`src/sv/rwp_ram.sv`:
```
`timescale 1ns / 1ps
module rwp_ram #(
    parameter int unsigned WIDTH = 8,
    parameter int unsigned DEPTH = 32
) (
    input  logic                     i_clk,
    input  logic                     i_we,
    input  logic [$clog2(DEPTH)-1:0] i_waddr,
    input  logic [WIDTH-1:0]         i_wdata,
    input  logic [$clog2(DEPTH)-1:0] i_raddr,
    output logic [WIDTH-1:0]         o_rdata
);
    logic [WIDTH-1:0] r_mem [DEPTH];
    always_ff @(posedge i_clk) begin
        if (i_we) begin
            r_mem[i_waddr] <= i_wdata;
        end
        o_rdata <= r_mem[i_raddr];
    end
endmodule

```
`config.mk`:
```
export PLATFORM = sky130hd
export DESIGN_NAME = rwp_ram
export DESIGN_NICKNAME = d
export VERILOG_FILES = /design/src/sv/rwp_ram.sv
export SDC_FILE = /design/constraint.sdc
export NUM_CORES = 1
export LEC_CHECK = 0
export ABC_CLOCK_PERIOD_IN_PS = 6800
export BUFFER_PORTS_ARGS = -buffer_cell sky130_fd_sc_hd__buf_2
export CORE_MARGIN = 1.5
export CORE_UTILIZATION = 55
export CTS_CLUSTER_DIAMETER = 120
export CTS_CLUSTER_SIZE = 20
export DETAILED_ROUTE_END_ITERATION = 6
export PLACE_DENSITY_LB_ADDON = 0.08
export SLEW_MARGIN = 15
export SYNTH_ARGS = -nofsm -noshare
export SYNTH_HDL_FRONTEND = slang
export SYNTH_SLANG_ARGS = --single-unit
export TNS_END_PERCENT = 5
```
`constraint.sdc`:
```
create_clock -name i_clk -period 6.8 [get_ports i_clk]
set_input_delay 1.36 -clock i_clk [delete_from_list [all_inputs] [get_ports i_clk]]
set_output_delay 1.36 -clock i_clk [all_outputs]
set_load 0.02 [all_outputs]
```
==> results.toml, run 1 <==
[setup_path]
critical_path_depth = 5
critPathBufInv = 2
path_cells = "buf_4, buf_4, mux4_2, mux4_2, mux2_2"
crit_type = "in -> reg"
ff2ff_setup_slack_ns = 4.99
crit_path_end_kind = "flip-flop"
cp_slowest_cell = "buf_4"
start_kind = "primary input"
r2r.worst_path.cells = 3
crit_fanout = 45
r2r-start = "r_mem[4][2]"
required_ns = 7.17
critPathTopFamily = "multiplexers"
critPathArrivalTime_ns = 3.96
r2r-end = "o_rdata[2]"
max_stage_delay_ns = 0.69

[floorplanning]
core.rowCount = 49
dieArea_mm2 = 0.01910
die_h_um = 138.2
pin_count = 28
start_util_pct = 55.97
core_mm2 = 0.01796
die_w_um = 138.2

[clock_network]
cts_root_buf = "clkbuf_16"
clock_path_buffers = 3
cts.htree.levels = 1
cts.sinks = 264
cts_hold_buf = 0
cts_tree = "done"
path_clk_slew_ns = 0.08
numCtsBuffers = 17
clk_latency_ns = 0.49
post_cts_buffers = 0
cts_resized = 0

[pwr]
vdd_drop_max_v = 0.0002531
p_total_mw = 2.956
power.leakage_nw = 3.311
power_frac_comb_pct = 5.7
p_sw_uw = 606.0
switching_share_pct = 20.50
power_frac_seq_pct = 61.5
internal_power_mw = 2.350
p_clk_share_pct = 32.9
p_per_area_mw_per_mm2 = 272.2

[final_layout]
final_common_cell = "edfxtp_1"
stdcell_count = 682
final_util_pct = 60.47
antenna_cells = 0
nFillCells = 1258
nets = 465
layout_common_cells = "edfxtp_1 (256), mux4_2 (80), nor2_1 (33)"
drive_gt1_share_pct = 30.46
syn_to_final_growth_pct = 8.040
stdcell_area_mm2 = 0.01086

[min_path]
holdPathStages = 3
min_path_type = "reg -> reg"
worstHoldEndpoint = "o_rdata[6]"
min_from = "r_mem[22][6]"

[job]
timing.max_cap.violations = 0

[sta]
fin_hold_ws_ns = 0.9047
rsz0062_at_grt = "no"
layout_setup_ws_ns = 3.216
setup-tns-final_ns = 0
maxSlewHeadroom_pct = 27.15
finalCriticalPeriod_ns = 3.584
max_freq_mhz = 279.0
finalCritPeriodShare_pct = 52.70
hold_viol = 0
setup_viol = 0
tightest_slew_ns = 1.093
finalMaxSlewViolations = 0
fin_skew_ns = 0.02488

[drt]
routedWlPerCell_um = 29.09
wl_mm = 19.84
ant_nets = 0
drc = 0
vias = 4274
initialDrtViolationCount = 519
viasPerCell = 6.267
dr.pass1.iters = 4

[synthesis]
synth.largest_area_cell = "edfxtp_1"
synthesis.nets = 437
yosys-top-cells-area = "edfxtp_1 (76%), mux4_2 (18%), dfxtp_1 (1.6%), nor2_1 (1.2%), mux2_2 (0.90%)"
synth_warnings = 0
ys_types = 15
synthesis.area_mm2 = 0.01005
netlist_instances = 417
synth_top_cell_area_share_pct = 76.47
synth_seq_area_share_pct = 78.06
ys_ff_latch = 264
syn_area_per_cell_um2 = 24.11

[placement]
dp_hpwl_mm = 12.55
post_dp_cell_area_mm2 = 0.01039
dp_cells = 655
dpl_worst_slack_ns = 2.660
io_buffers = 27
place_congestion = 0.7700

[global_routing]
grt.total_usage_pct = 21.52
antenna_found_initial = 0
grt_pass1_vias = 4484
grt_pass1_wl_mm = 29.67
grt_max_degree = 46
overflow = 0

[run_status]
status = "complete, no violations"
power by group through the flow:
stage	Clock [mW]	Combinational (mW)	Sequential, mW
2_1_floorplan	0	0.0964	1.86
3_3_place_gp	0	0.166	1.85
3_5_place_dp	0	0.171	1.85
4_1_cts	0.999	0.171	1.82
5_1_grt	1.05	0.180	1.82
6_report	0.971	0.168	1.82
sequential cells by signal, summed over array words and instances, names as in the netlist:
signal   cells
r_mem      256
o_rdata      8
cells by family after synthesis:
group	Yosys count	synth area share, %
flops	264	78.06
mux	88	18.82
simple gates	45	2.066
buf+inv	20	1.058
final cells by class:
class | count | area [um2] | area share (%)
Multi-Input combinational cell | 133 | 2100 | 19.33
Timing Repair Buffer | 29 | 152.6 | 1.405
Clock inverter | 1 | 16.27 | 0.1498
Tap cell | 229 | 286.5 | 2.638
Sequential cell | 264 | 7848 | 72.25
Clock buffer | 26 | 459.2 | 4.228
worst max-delay path by stage:
| stage | endpoint | slack (ns) | startpoint |
|---|---|---|---|
| global route | o_rdata[0] | 3.05 | i_raddr[0] |
| finish | o_rdata[0] | 3.22 | i_raddr[0] |
| floorplan | o_rdata[0] | 3.64 | i_raddr[2] |
| detailed placement | o_rdata[0] | 2.66 | i_raddr[0] |
| global placement | o_rdata[6] | 2.68 | i_raddr[0] |
| CTS | o_rdata[0] | 3.18 | i_raddr[0] |
Yosys cell counts, drive strengths merged:
library cell and count:
edfxtp 256, mux4 80, nor2 33, buf 14
dfxtp 8, mux2 8, clkbuf 6, nand3b 5
or3b 3, nand3 2, nand2 1, or3 1
worst reg2reg max path, stage by stage (launching register included):
cell and delay (ns):
edfxtp_1 0.37, mux4_2 0.52, mux4_2 0.53, mux2_2 0.28
layer usage:
layer  global-route usage [%]  wire length (um)  share of wire [%]  up-vias
met5                        0                 0                  0        -
met4                    4.986               344                1.7        0
li1                         -                 -                  -     1822
met2                    32.63              9421                 47      149
met3                    3.395              1292                6.5       22
met1                    33.83              8785                 44     2281
Note: power is estimated with default switching activity, not from simulation.
==> run 2, diff against run 1 <==
--- a/config.mk
+++ b/config.mk
@@ -5,7 +5,7 @@
 export SDC_FILE = /design/constraint.sdc
 export NUM_CORES = 1
 export LEC_CHECK = 0
-export ABC_CLOCK_PERIOD_IN_PS = 6800
+export ABC_CLOCK_PERIOD_IN_PS = 2900
 export BUFFER_PORTS_ARGS = -buffer_cell sky130_fd_sc_hd__buf_2
 export CORE_MARGIN = 1.5
 export CORE_UTILIZATION = 55
==> constraint.sdc (replaced) <==
create_clock -name i_clk -period 2.9 [get_ports i_clk]
set_input_delay 0.58 -clock i_clk [delete_from_list [all_inputs] [get_ports i_clk]]
set_output_delay 0.58 -clock i_clk [all_outputs]
set_load 0.02 [all_outputs]
==> run 2 against run 1 <==
  * Critical path depth unchanged
  * Utilization increased by 1.7 points
  * Setup slack got worse by 2.3 ns
  * Register-to-register slack got worse by 3.9 ns
  * Total power is 130% higher
  * Wire length increased by 0.95%
  * Sequential share of layout area is 1.9 points lower
  * Clock skew down 0.0046 ns
  * Global-route usage grew 0.48 points
  * Non-clock buffer count increased by 34
  * Sequential cell count unchanged
  * Sequential power is 130% higher
  * Highest routed layer unchanged
==> results.toml, run 2 (synthesized netlist as in run 1, its figures left out) <==
[run_status]
status = "complete, no violations"

[clock_network]
post_cts_buffers = 0
cts_resized = 0
cts.sinks = 264
numCtsBuffers = 17
path_clk_slew_ns = 0.08
clk_latency_ns = 0.49
cts_tree = "done"
cts_hold_buf = 0
clock_path_buffers = 3
cts_root_buf = "clkbuf_16"
cts.htree.levels = 1

[global_routing]
grt_pass1_vias = 4581
grt_max_degree = 65
grt_pass1_wl_mm = 30.13
grt.total_usage_pct = 22.00
overflow = 0
antenna_found_initial = 1

[setup_path]
critPathArrivalTime_ns = 2.40
crit_path_end_kind = "flip-flop"
r2r-end = "o_rdata[6]"
required_ns = 3.28
crit_type = "in -> reg"
crit_fanout = 34
ff2ff_setup_slack_ns = 1.09
r2r-start = "r_mem[13][6]"
r2r.worst_path.cells = 3
start_kind = "primary input"

[final_layout]
regMostFlops = "r_mem"
stdcell_area_mm2 = 0.01116
nets = 499
largest_register_ffs = 256
nFillCells = 1260
stdcell_count = 718
final_common_cell = "edfxtp_1"
top_regs = "r_mem (256), o_rdata (8)"
final_util_pct = 62.14
antenna_cells = 0
drive_gt1_share_pct = 35.17
syn_to_final_growth_pct = 11.03
layout_common_cells = "edfxtp_1 (256), mux4_2 (80), buf_4 (34)"

[pwr]
vdd_drop_max_v = 0.0005829
p_total_mw = 6.946
p_per_area_mw_per_mm2 = 622.3
power.leakage_nw = 3.511

[min_path]
worstHoldEndpoint = "o_rdata[4]"
holdPathStages = 2
min_from = "i_raddr[3]"
min_path_type = "in -> reg"

[sta]
finalCritPeriodShare_pct = 69.72
rsz0062_at_grt = "no"
setup_viol = 0
hold_viol = 0
max_freq_mhz = 494.6
layout_setup_ws_ns = 0.8781
finalMaxSlewViolations = 0
tightest_slew_ns = 0.6432
finalCriticalPeriod_ns = 2.022
maxSlewHeadroom_pct = 57.12
setup-tns-final_ns = 0
fin_hold_ws_ns = 0.5561
fin_skew_ns = 0.02029

[drt]
routedWlPerCell_um = 27.90
initialDrtViolationCount = 498
viasPerCell = 6.220
drc = 0
ant_nets = 0
vias = 4466
wl_mm = 20.03
dr.pass1.iters = 5

[placement]
dp_cells = 689
place_congestion = 0.7504
post_dp_cell_area_mm2 = 0.01068
dpl_worst_slack_ns = 0.3844
dp_hpwl_mm = 12.62
io_buffers = 27

[floorplanning]
die_w_um = 138.2
start_util_pct = 55.97
core.rowCount = 49
core_mm2 = 0.01796
dieArea_mm2 = 0.01910
pin_count = 28
die_h_um = 138.2

[job]
timing.max_cap.violations = 0
==> run 2: cell types whose count changed in the layout (fill, tap and decap cells not counted), sizes merged <==
cell / change
clkbuf: +2
buf: +34
==> run 2: how the worst max path moves through the flow <==
stage          startpoint  cells past startpoint         end  slack (ns)
2_1_floorplan  i_raddr[2]                      5  o_rdata[0]        0.52
3_3_place_gp   i_raddr[0]                      5  o_rdata[3]        0.37
3_5_place_dp   i_raddr[0]                      5  o_rdata[3]        0.38
4_1_cts        i_raddr[0]                      5  o_rdata[6]        0.90
5_1_grt        i_raddr[0]                      5  o_rdata[6]        0.84
6_report       i_raddr[0]                      5  o_rdata[6]        0.88
==> run 2: per-layer routing <==
metal / track usage [%] / part of all wire [%]
met2: 33.02 / 47
met4: 4.266 / 1.4
met3: 3.014 / 6.7
met5: 0 / 0
met1: 35.72 / 45
==> run 2: final cells by class <==
| class | count | area [um2] | share of cell area (%) |
|---|---|---|---|
| sequential | 264 | 7848 | 70.31 |
| tap | 229 | 286.5 | 2.567 |
| clock buffer | 28 | 466.7 | 4.181 |
| clock inverter | 1 | 16.27 | 0.1457 |
| multi-input combinational | 133 | 2100 | 18.81 |
| timing repair buffer | 63 | 445.4 | 3.991 |
==> run 2: worst max-delay path, stage by stage <==
cell and delay, ns:
buf_4 0.13, buf_12 0.26, mux4_2 0.56, mux4_2 0.53
mux2_2 0.28
==> run 2: power by group <==
group / leakage [nW] / switching [mW] / internal [mW]
Combinational: 0.907 / 0.229 / 0.178
Sequential: 2.37 / 0.0211 / 4.24
Clock: 0.230 / 1.16 / 1.12
Total: 3.51 / 1.41 / 5.53
==> run 3, diff against run 2 <==
--- a/config.mk
+++ b/config.mk
@@ -5,7 +5,7 @@
 export SDC_FILE = /design/constraint.sdc
 export NUM_CORES = 1
 export LEC_CHECK = 0
-export ABC_CLOCK_PERIOD_IN_PS = 2900
+export ABC_CLOCK_PERIOD_IN_PS = 1700
 export BUFFER_PORTS_ARGS = -buffer_cell sky130_fd_sc_hd__buf_2
 export CORE_MARGIN = 1.5
 export CORE_UTILIZATION = 55
==> constraint.sdc (replaced) <==
create_clock -name i_clk -period 1.7 [get_ports i_clk]
set_input_delay 0.34 -clock i_clk [delete_from_list [all_inputs] [get_ports i_clk]]
set_output_delay 0.34 -clock i_clk [all_outputs]
set_load 0.02 [all_outputs]
==> run 3 against run 2 <==
  * The flow now finishes with violations (negative setup slack)
  * Clock power rose by 71%
  * Largest cell class unchanged
  * Critical path type is now reg -> reg
  * Sequential cell count is the same
  * Clock skew fell by 0.0031 ns
==> results.toml, run 3 (synthesized netlist as in run 1, its figures left out) <==
[drt]
routedWlPerCell_um = 27.78
dr.pass1.iters = 5
vias = 4504
viasPerCell = 6.145
wl_mm = 20.36
drc = 0
initialDrtViolationCount = 464
ant_nets = 0

[global_routing]
grt_busiest_layer = "met2"
grt_max_degree = 33
antenna_found_initial = 0
gr-usage-met2_pct = 34.90
grt_util_met3_pct = 3.533
grt_pass1_wl_mm = 30.62
overflow = 0
grt_pass1_vias = 4609
grt.total_usage_pct = 22.24
grtUsageMet1_pct = 34.09

[final_layout]
final_common_cell = "edfxtp_1"
layout_common_cells = "edfxtp_1 (256), mux4_2 (80), buf_4 (42)"
top_regs = "r_mem (256), o_rdata (8)"
largest_register_ffs = 256
multi_input_area_mm2 = 0.002115
antenna_cells = 0
stdcell_area_mm2 = 0.01138
drive_gt1_share_pct = 37.10
nFillCells = 1219
syn_to_final_growth_pct = 13.17
regMostFlops = "r_mem"
seqCellArea_mm2 = 0.007848
nets = 514

[placement]
dp_hpwl_mm = 13.35
post_dp_cell_area_mm2 = 0.01088
place_congestion = 0.7498
io_buffers = 27

[sta]
finalCriticalPeriod_ns = 1.819
hold_viol = 0
setup_viol = 8
fin_skew_ns = 0.01720
maxSlewHeadroom_pct = 56.99
max_freq_mhz = 549.8
layout_setup_ws_ns = -0.1190
finalCritPeriodShare_pct = 107.0
tightest_slew_ns = 0.6451
finalMaxSlewViolations = 0
setup-tns-final_ns = -0.8001
rsz0062_at_grt = "yes"

[clock_network]
cts_root_buf = "clkbuf_16"
path_clk_slew_ns = 0.08
cts.sinks = 264
cts.htree.levels = 1
cts_hold_buf = 0
clk_latency_ns = 0.48
cts_tree = "done"
post_cts_buffers = 0
numCtsBuffers = 17
clock_path_buffers = 3

[setup_path]
r2r-start = "r_mem[26][4]"
start_kind = "flip-flop"
crit_fanout = 1
crit_path_start = "r_mem[26][4]"
required_ns = 2.07
crit_type = "reg -> reg"
critPathArrivalTime_ns = 2.19
path_common_cell = "mux4_2"
critPathTopFamily = "multiplexers"
cp_slowest_cell = "mux4_2"
crit_path_end_kind = "flip-flop"
max_stage_delay_ns = 0.54
critPathBufInv = 0
path_cells = "mux4_2, mux4_2, mux2_4"

[floorplanning]
core.rowCount = 49
core_mm2 = 0.01796
die_h_um = 138.2
pin_count = 28
start_util_pct = 55.97
die_w_um = 138.2
dieArea_mm2 = 0.01910

[min_path]
min_from = "i_raddr[3]"
min_path_type = "in -> reg"

[pwr]
power.leakage_nw = 3.634
p_clk_share_pct = 32.7
power_frac_seq_pct = 60.8
power_frac_comb_pct = 6.5
p_total_mw = 11.95
switching_share_pct = 20.58
p_sw_mw = 2.459
vdd_drop_max_v = 0.001059
p_per_area_mw_per_mm2 = 1050
internal_power_mw = 9.489

[job]
timing.max_cap.violations = 0

[run_status]
violations = "negative setup slack"
status = "finished, violations left"
## run 3: cell type report
type / count / area share [%]
clock buffers: 28 / 4.102
clock inverters: 1 / 0.1430
multi-input cells: 133 / 18.59
flip-flops and latches: 264 / 68.98
well taps: 229 / 2.518
repair buffers: 78 / 5.675
## run 3: metal layers
metal  routed length [um]  share of wire, %  vias up
met2                 9814                48      150
met3                 1188               5.8       23
met5                    0                 0        -
li1                     -                 -     1917
met1                 9029                44     2414
met4                  330               1.6        0
## run 3: final timing paths
path                      to  cells past startpoint  slack [ns]
hold / removal    o_rdata[3]                      2        0.33
setup / recovery  o_rdata[4]                      3       -0.12
setup reg to reg  o_rdata[4]                      3       -0.12
hold reg to reg   o_rdata[7]                      3        0.91
## run 3: through the flow
step                      util [%]  setup slack (ns)  hold WS [ns]  std cells
after floorplan                  -           -0.2371        0.4389        417
after global placement       60.56           -0.5494        0.7810        704
after detailed placement     60.56           -0.5637        0.7868        704
after CTS                    63.31           -0.1179        0.3070        733
after global routing         63.33           -0.1564        0.3137        733
final                        63.33           -0.1190        0.3322        733
## run 3: power groups by stage
| stage | Clock [mW] | Sequential (mW) | Combinational [mW] |
|---|---|---|---|
| after floorplan | 0 | 7.43 | 0.417 |
| after global placement | 0 | 7.41 | 0.761 |
| after detailed placement | 0 | 7.42 | 0.775 |
| after CTS | 4.00 | 7.27 | 0.783 |
| after global routing | 4.20 | 7.27 | 0.828 |
| final | 3.91 | 7.27 | 0.773 |
## run 3: repair_timing
item                                   CTS  global route
resized for setup                        3             1
setup endpoints to repair                8             8
endpoints found under the hold margin    0             0
